File: config.mk
export PLATFORM = sky130hd
export DESIGN_NAME = sactl_addr_split
export DESIGN_NICKNAME = d
export VERILOG_FILES = /design/src/rtl/sactl_pkg.sv /design/src/rtl/sactl_addr_split.sv
export SDC_FILE = /design/constraint.sdc
export NUM_CORES = 1
export LEC_CHECK = 0
export BUFFER_PORTS_ARGS = -buffer_cell sky130_fd_sc_hd__buf_4
export CAP_MARGIN = 10
export CELL_PAD_IN_SITES_DETAIL_PLACEMENT = 0
export CELL_PAD_IN_SITES_GLOBAL_PLACEMENT = 1
export CORE_MARGIN = 5
export CORE_UTILIZATION = 42
export DETAILED_ROUTE_END_ITERATION = 12
export PLACE_DENSITY_LB_ADDON = 0.2
export SETUP_SLACK_MARGIN = 0.4
export SLEW_MARGIN = 20
export SYNTH_ARGS = -nofsm -noshare
export SYNTH_HDL_FRONTEND = slang
export SYNTH_SLANG_ARGS = --single-unit
File: constraint.sdc
create_clock -name vclk -period 15.4
set_clock_uncertainty 0.15 [all_clocks]
set_input_delay 2.31 -clock vclk [all_inputs]
set_output_delay 2.31 -clock vclk [all_outputs]
set_load 0.05 [all_outputs]
File: src/rtl/sactl_pkg.sv
// Package for the set-associative cache tag lookup unit.
// Holds the configuration record, register indexes, policy codes and counter helpers.
// No dependencies; every other file imports it.
package sactl_pkg;

    localparam int ADDR_W     = 32;
    localparam int CNT_W      = 32;
    localparam int WAY_OUT_W  = 3;
    localparam int SET_OUT_W  = 10;
    localparam int CFG_IDX_W  = 2;
    localparam int CFG_DATA_W = 5;

    localparam logic [CFG_IDX_W-1:0] REG_CACHE_SIZE = 2'd0;
    localparam logic [CFG_IDX_W-1:0] REG_BLOCK_SIZE = 2'd1;
    localparam logic [CFG_IDX_W-1:0] REG_WAYS       = 2'd2;
    localparam logic [CFG_IDX_W-1:0] REG_POLICY     = 2'd3;

    localparam logic POLICY_FIFO = 1'b0;
    localparam logic POLICY_LRU  = 1'b1;

    localparam logic [CNT_W-1:0] CNT_MAX = '1;

    typedef struct packed {
        logic [4:0] cache_size_log2;
        logic [3:0] block_size_log2;
        logic [1:0] ways_log2;
        logic       replace_policy;
    } t_cfg;

    localparam t_cfg CFG_RESET = '{
        cache_size_log2: 5'd16,
        block_size_log2: 4'd6,
        ways_log2:       2'd2,
        replace_policy:  POLICY_LRU
    };

    function automatic logic [CNT_W-1:0] sat_inc(input logic [CNT_W-1:0] v);
        return (v == CNT_MAX) ? v : v + {{(CNT_W-1){1'b0}}, 1'b1};
    endfunction

endpackage

File: src/rtl/sactl_addr_split.sv
// Address decoder: clamps the configured geometry and splits an address into set and tag.
// Also gives the highest way in use. Depends on sactl_pkg.
module sactl_addr_split
    import sactl_pkg::*;
#(
    parameter int MAX_SETS  = 1024,
    parameter int MAX_WAYS  = 8,
    parameter int ADDR_BITS = 32
) (
    input  t_cfg                    i_cfg,
    input  logic [ADDR_W-1:0]       i_address,
    output logic [((($clog2(MAX_SETS+1)-1) > 0) ? ($clog2(MAX_SETS+1)-1) : 1)-1:0] o_set,
    output logic [((ADDR_BITS < ADDR_W) ? ADDR_BITS : ADDR_W)-1:0] o_tag,
    output logic [((MAX_WAYS > 1) ? $clog2(MAX_WAYS) : 1)-1:0] o_last_way
);

    localparam int IB_MAX = $clog2(MAX_SETS + 1) - 1;
    localparam int SET_AW = (IB_MAX > 0) ? IB_MAX : 1;
    localparam int TW     = (ADDR_BITS < ADDR_W) ? ADDR_BITS : ADDR_W;
    localparam int WAW    = (MAX_WAYS > 1) ? $clog2(MAX_WAYS) : 1;
    localparam logic [ADDR_W-1:0] ADDR_MASK =
        (ADDR_BITS >= ADDR_W) ? {ADDR_W{1'b1}} : ((ADDR_W'(1) << ADDR_BITS) - ADDR_W'(1));

    logic [ADDR_W-1:0] addr_m;
    logic [4:0]        n_log;
    logic [4:0]        m_log;
    logic [4:0]        rem_log;
    logic [4:0]        p_log;
    logic [4:0]        ib0;
    logic [4:0]        ib;
    logic [4:0]        tag_sh;
    logic [ADDR_W-1:0] set_full;
    logic [ADDR_W-1:0] tag_full;
    logic [4:0]        ways_n;
    logic [4:0]        last5;

    always_comb begin
        addr_m  = i_address & ADDR_MASK;
        n_log   = i_cfg.cache_size_log2;
        // A block larger than the cache shrinks to the cache.
        m_log   = ({1'b0, i_cfg.block_size_log2} > n_log) ? n_log : {1'b0, i_cfg.block_size_log2};
        rem_log = n_log - m_log;
        // Keep at least one set.
        p_log   = ({3'b000, i_cfg.ways_log2} > rem_log) ? rem_log : {3'b000, i_cfg.ways_log2};
        ib0     = rem_log - p_log;
        ib      = (ib0 > 5'(IB_MAX)) ? 5'(IB_MAX) : ib0;
        tag_sh  = m_log + ib;
        set_full = (addr_m >> m_log) & ((ADDR_W'(1) << ib) - ADDR_W'(1));
        tag_full = addr_m >> tag_sh;
        ways_n   = 5'd1 << p_log[1:0];
        last5    = (ways_n > 5'(MAX_WAYS)) ? 5'(MAX_WAYS - 1) : (ways_n - 5'd1);
    end

    assign o_set      = set_full[SET_AW-1:0];
    assign o_tag      = tag_full[TW-1:0];
    assign o_last_way = last5[WAW-1:0];

endmodule

==> results.toml, run 1 <==
[drt]
first_pass_iters = 4
viasPerCell = 6.34
drc = 0
wire_per_inst_um = 19.6
first_iter_violations = 275
vias = 4207
wl_um = 13000
ant_nets = 0

[synthesis]
netlist.area_leader.share = 0.272
seq_area_frac_synth = 0
synthTopCellsByArea = "mux2i_1 (27%), mux4_2 (6.5%), ha_1 (5.3%)"
syn-cell-area_um2 = 3790
synth_fp_nets = 560
synth_area_leader_cell = "mux2i_1"
yosysMostFrequentCell = "mux2i_1"
yosysWarnings = 0
synthCells = 497
synth_cell_types = 77
synth_commonest_cells = "mux2i_1 (103), nor2_1 (46), nand2_1 (43)"
avgSynthCellArea_um2 = 7.64

[timing]
slew_violations = 0
hold_violations = 0
finalCritPeriodShare = 0.914
period_needed_ps = 14080
setup_viol = 0
tightestPinTransition_ps = 713
timing.setup.tns_ps = 0
slew_headroom = 0.521
rsz0062_at_grt = "no"
fmax_mhz = 71.0

[critical_path]
cp.required_ps = 12940
crit_type = "in -> out"
crit_slowest_cell = "xor2_4"
worstPathArrival_ps = 11620
crit_fanout = 27
critPathBufInv = 9
cp-startpoint = "i_cfg[8]"
end_kind = "output pin"
start_kind = "input port"
critical_path.top_delay_family = "adder cells"
slowest_delay_ps = 560

[floorplanning]
die_w_um = 105
dieArea_um2 = 11000
core_um2 = 8760
ios = 89
die_y_um = 105
rows = 34
start_util = 0.433

[final_layout]
nClkBuffers = 0
drive_gt1_frac = 0.248
synthToLayoutAreaGrowth_pct = 18.7
register_area_um2 = 0
final_area_um2 = 4500
diodes = 0
flops_and_latches = 0
num-nets-final = 621

[global_routing]
grt.total_usage = 0.218
grt_pass1_vias = 3933
antenna_found_initial = 0
grt_max_degree = 33
grt.overflow.total = 0
grt_pass1_wl_um = 20600

[placement]
hpwlAfterDp_um = 10300
place_area_um2 = 4500
place_congestion = 0.862
port_buffers = 88

[clock_tree]
cts_hold_buf = 0
cts_resized = 0
cts_setup_buffers = 0

[run]
maxCapViolations = 0

[min_path]
hp-start = "i_cfg[1]"
min_path_type = "in -> out"

[outcome]
status = "finished, final reports clean"
worst paths after layout:
| kind | to | cells past startpoint |
|---|---|---|
| hold / removal | o_last_way[0] | 4 |
| setup / recovery | o_tag[3] | 35 |
cell type report:
type / count / area [µm²]
fill: 892 / 4260
tap: 108 / 135
multi-input combinational: 438 / 3570
timing repair buffer: 94 / 706
inverter: 24 / 95.1
cells by family (layout without fill, tap and decap cells):
| kind of cell | Yosys count | count (layout) | synth area share |
|---|---|---|---|
| fa+ha+maj | 19 | 19 | 0.0686 |
| compound gates | 125 | 125 | 0.248 |
| mux | 123 | 123 | 0.372 |
| simple gates | 161 | 161 | 0.209 |
| xor+xnor | 10 | 10 | 0.0310 |
| buf+inv | 59 | 118 | 0.0722 |
per-layer routing:
layer	global-route usage	up-vias	wire length, µm
met5	0	-	0
met4	0.00913	0	57
met3	0.0123	7	806
met2	0.362	138	6100
met1	0.327	2053	6040
li1	-	2009	-
tightest hold or removal path: stages:
cell and delay, ps:
buf_4 80, a21oi_1 80, nand2_1 70, buf_4 190
metrics by stage:
stage | hold slack, ps | utilization | cells | setup slack [ps]
2_1_floorplan | 4750 | - | 497 | 2150
4_1_cts | 4890 | 0.513 | 664 | 1360
3_3_place_gp | 4880 | 0.513 | 664 | 1600
6_report | 4890 | 0.514 | 664 | 1320
5_1_grt | 4940 | 0.514 | 664 | 494
3_5_place_dp | 4890 | 0.513 | 664 | 1430
layout by cell type (no fill, tap or decap), types with 3 or more instances in the layout:
master / instances
o221ai_1: 3
nand2b_1: 5
o22ai_1: 3
nand2_1: 43
o21ai_0: 20
nor3_1: 12
mux4_2: 11
mux2i_1: 101
and3_1: 8
xnor2_1: 3
a31oi_1: 3
nor2b_1: 10
nor2_1: 46
and2_1: 10
nand3_1: 13
a221oi_1: 3
a211oi_1: 18
a21o_1: 4
nand4_1: 3
o21bai_1: 3
mux2_2: 7
o211ai_1: 4
ha_1: 16
a32oi_1: 4
xor2_1: 3
buf_4: 94
a21oi_1: 21
inv_1: 21
fa_1: 3
Power of run 1 is left out: the tool's default activity adds up to more than one toggle a clock period on the data nets, which glitch-free logic cannot reach.
==> run 2: changes to the inputs <==
CELL_PAD_IN_SITES_DETAIL_PLACEMENT = 2   (was 0)
CELL_PAD_IN_SITES_GLOBAL_PLACEMENT = 2   (was 1)
CORE_UTILIZATION = 33   (was 42)
==> run 2 against run 1 <==
Global-route usage grew 1.2 points. Cell area up 1.1%. Critical path depth is the same. Sequential cell count is the same. First-iteration DRC count increased by 4.4%. Non-clock buffer count is 2 higher. Hold slack improved by 21 ps. Fmax is 1.6% lower. Highest routed layer unchanged.
==> results.toml, run 2 (synthesis results as in run 1) <==
[floorplanning]
dieArea_um2 = 13700
die_y_um = 117
die_w_um = 117
core_um2 = 11300
rows = 39
ios = 89
start_util = 0.335

[timing]
fmax_mhz = 69.9
tightestPinTransition_ps = 909
finalCritPeriodShare = 0.929
setup_viol = 0
timing.setup.tns_ps = 0
setup_ws_ps = 1090
period_needed_ps = 14310
fin_worst_hold_slack_ps = 4910
slew_violations = 0
rsz0062_at_grt = "no"
slew_headroom = 0.394
hold_violations = 0

[final_layout]
layout_common_cells = "mux2i_1 (101), buf_4 (96), nor2_1 (46)"
drive_gt1_frac = 0.251
layout_commonest_cell = "mux2i_1"
num-nets-final = 623
flops_and_latches = 0
nClkBuffers = 0
synthToLayoutAreaGrowth_pct = 20.0
diodes = 0
fill_cells = 1362
register_area_um2 = 0

[global_routing]
grt_pass1_vias = 4641
grt.total_usage = 0.230
grt.overflow.total = 0
grt_max_degree = 41
antenna_found_initial = 0
grt_pass1_wl_um = 25300

[clock_tree]
cts_hold_buf = 0
cts_setup_buffers = 0
cts_resized = 0

[drt]
ant_nets = 0
viasPerCell = 6.13
wire_per_inst_um = 23.0
first_iter_violations = 287
wl_um = 16100
vias = 4298
drc = 0
first_pass_iters = 5

[placement]
pre_cts_ws_ps = 1150
place_congestion = 0.840
port_buffers = 88
hpwlAfterDp_um = 13100

[critical_path]
cp.required_ps = 12940
critPathBufInv = 9
crit_slowest_cell = "xor2_4"
worstPathArrival_ps = 11850
slowest_delay_ps = 590
crit_type = "in -> out"
critical_path.top_delay_family = "adder cells"
crit_fanout = 27
end_kind = "output pin"
start_kind = "input port"

[min_path]
min_path_type = "in -> out"

[outcome]
status = "finished, final reports clean"

[run]
maxCapViolations = 0
run 2: cell types whose count changed in the layout (fill, tap and decap cells not counted):
| cell | delta |
|---|---|
| buf_4 | +2 |
| a21oi_2 | +1 |
| a21oi_4 | -1 |
run 2: layout make-up:
type,instances,area (µm²),area share
multi-input combinational,438,3560,0.782
timing repair buffer,96,721,0.158
tap,143,179,0.0393
inverter,24,95.1,0.0209
run 2: final timing paths:
kind / from / end / slack (ps) / cells past startpoint
min: i_cfg[1] / o_last_way[0] / 4910 / 4
max: i_cfg[8] / o_tag[3] / 1090 / 35
run 2: routing by layer:
metal	vias up	share of wire	GRT usage
met3	9	0.050	0.00925
li1	2004	-	-
met5	-	0	0
met2	108	0.49	0.404
met4	0	0.0079	0.0214
met1	2177	0.45	0.324
run 2: stage by stage:
stage / cell area [µm²] / std cells / util
2_1_floorplan: 3790 / 497 / -
3_3_place_gp: 4550 / 701 / 0.402
3_5_place_dp: 4550 / 701 / 0.402
4_1_cts: 4550 / 701 / 0.402
5_1_grt: 4550 / 701 / 0.402
6_report: 4550 / 701 / 0.402
Power of run 2 is left out for the same reason.
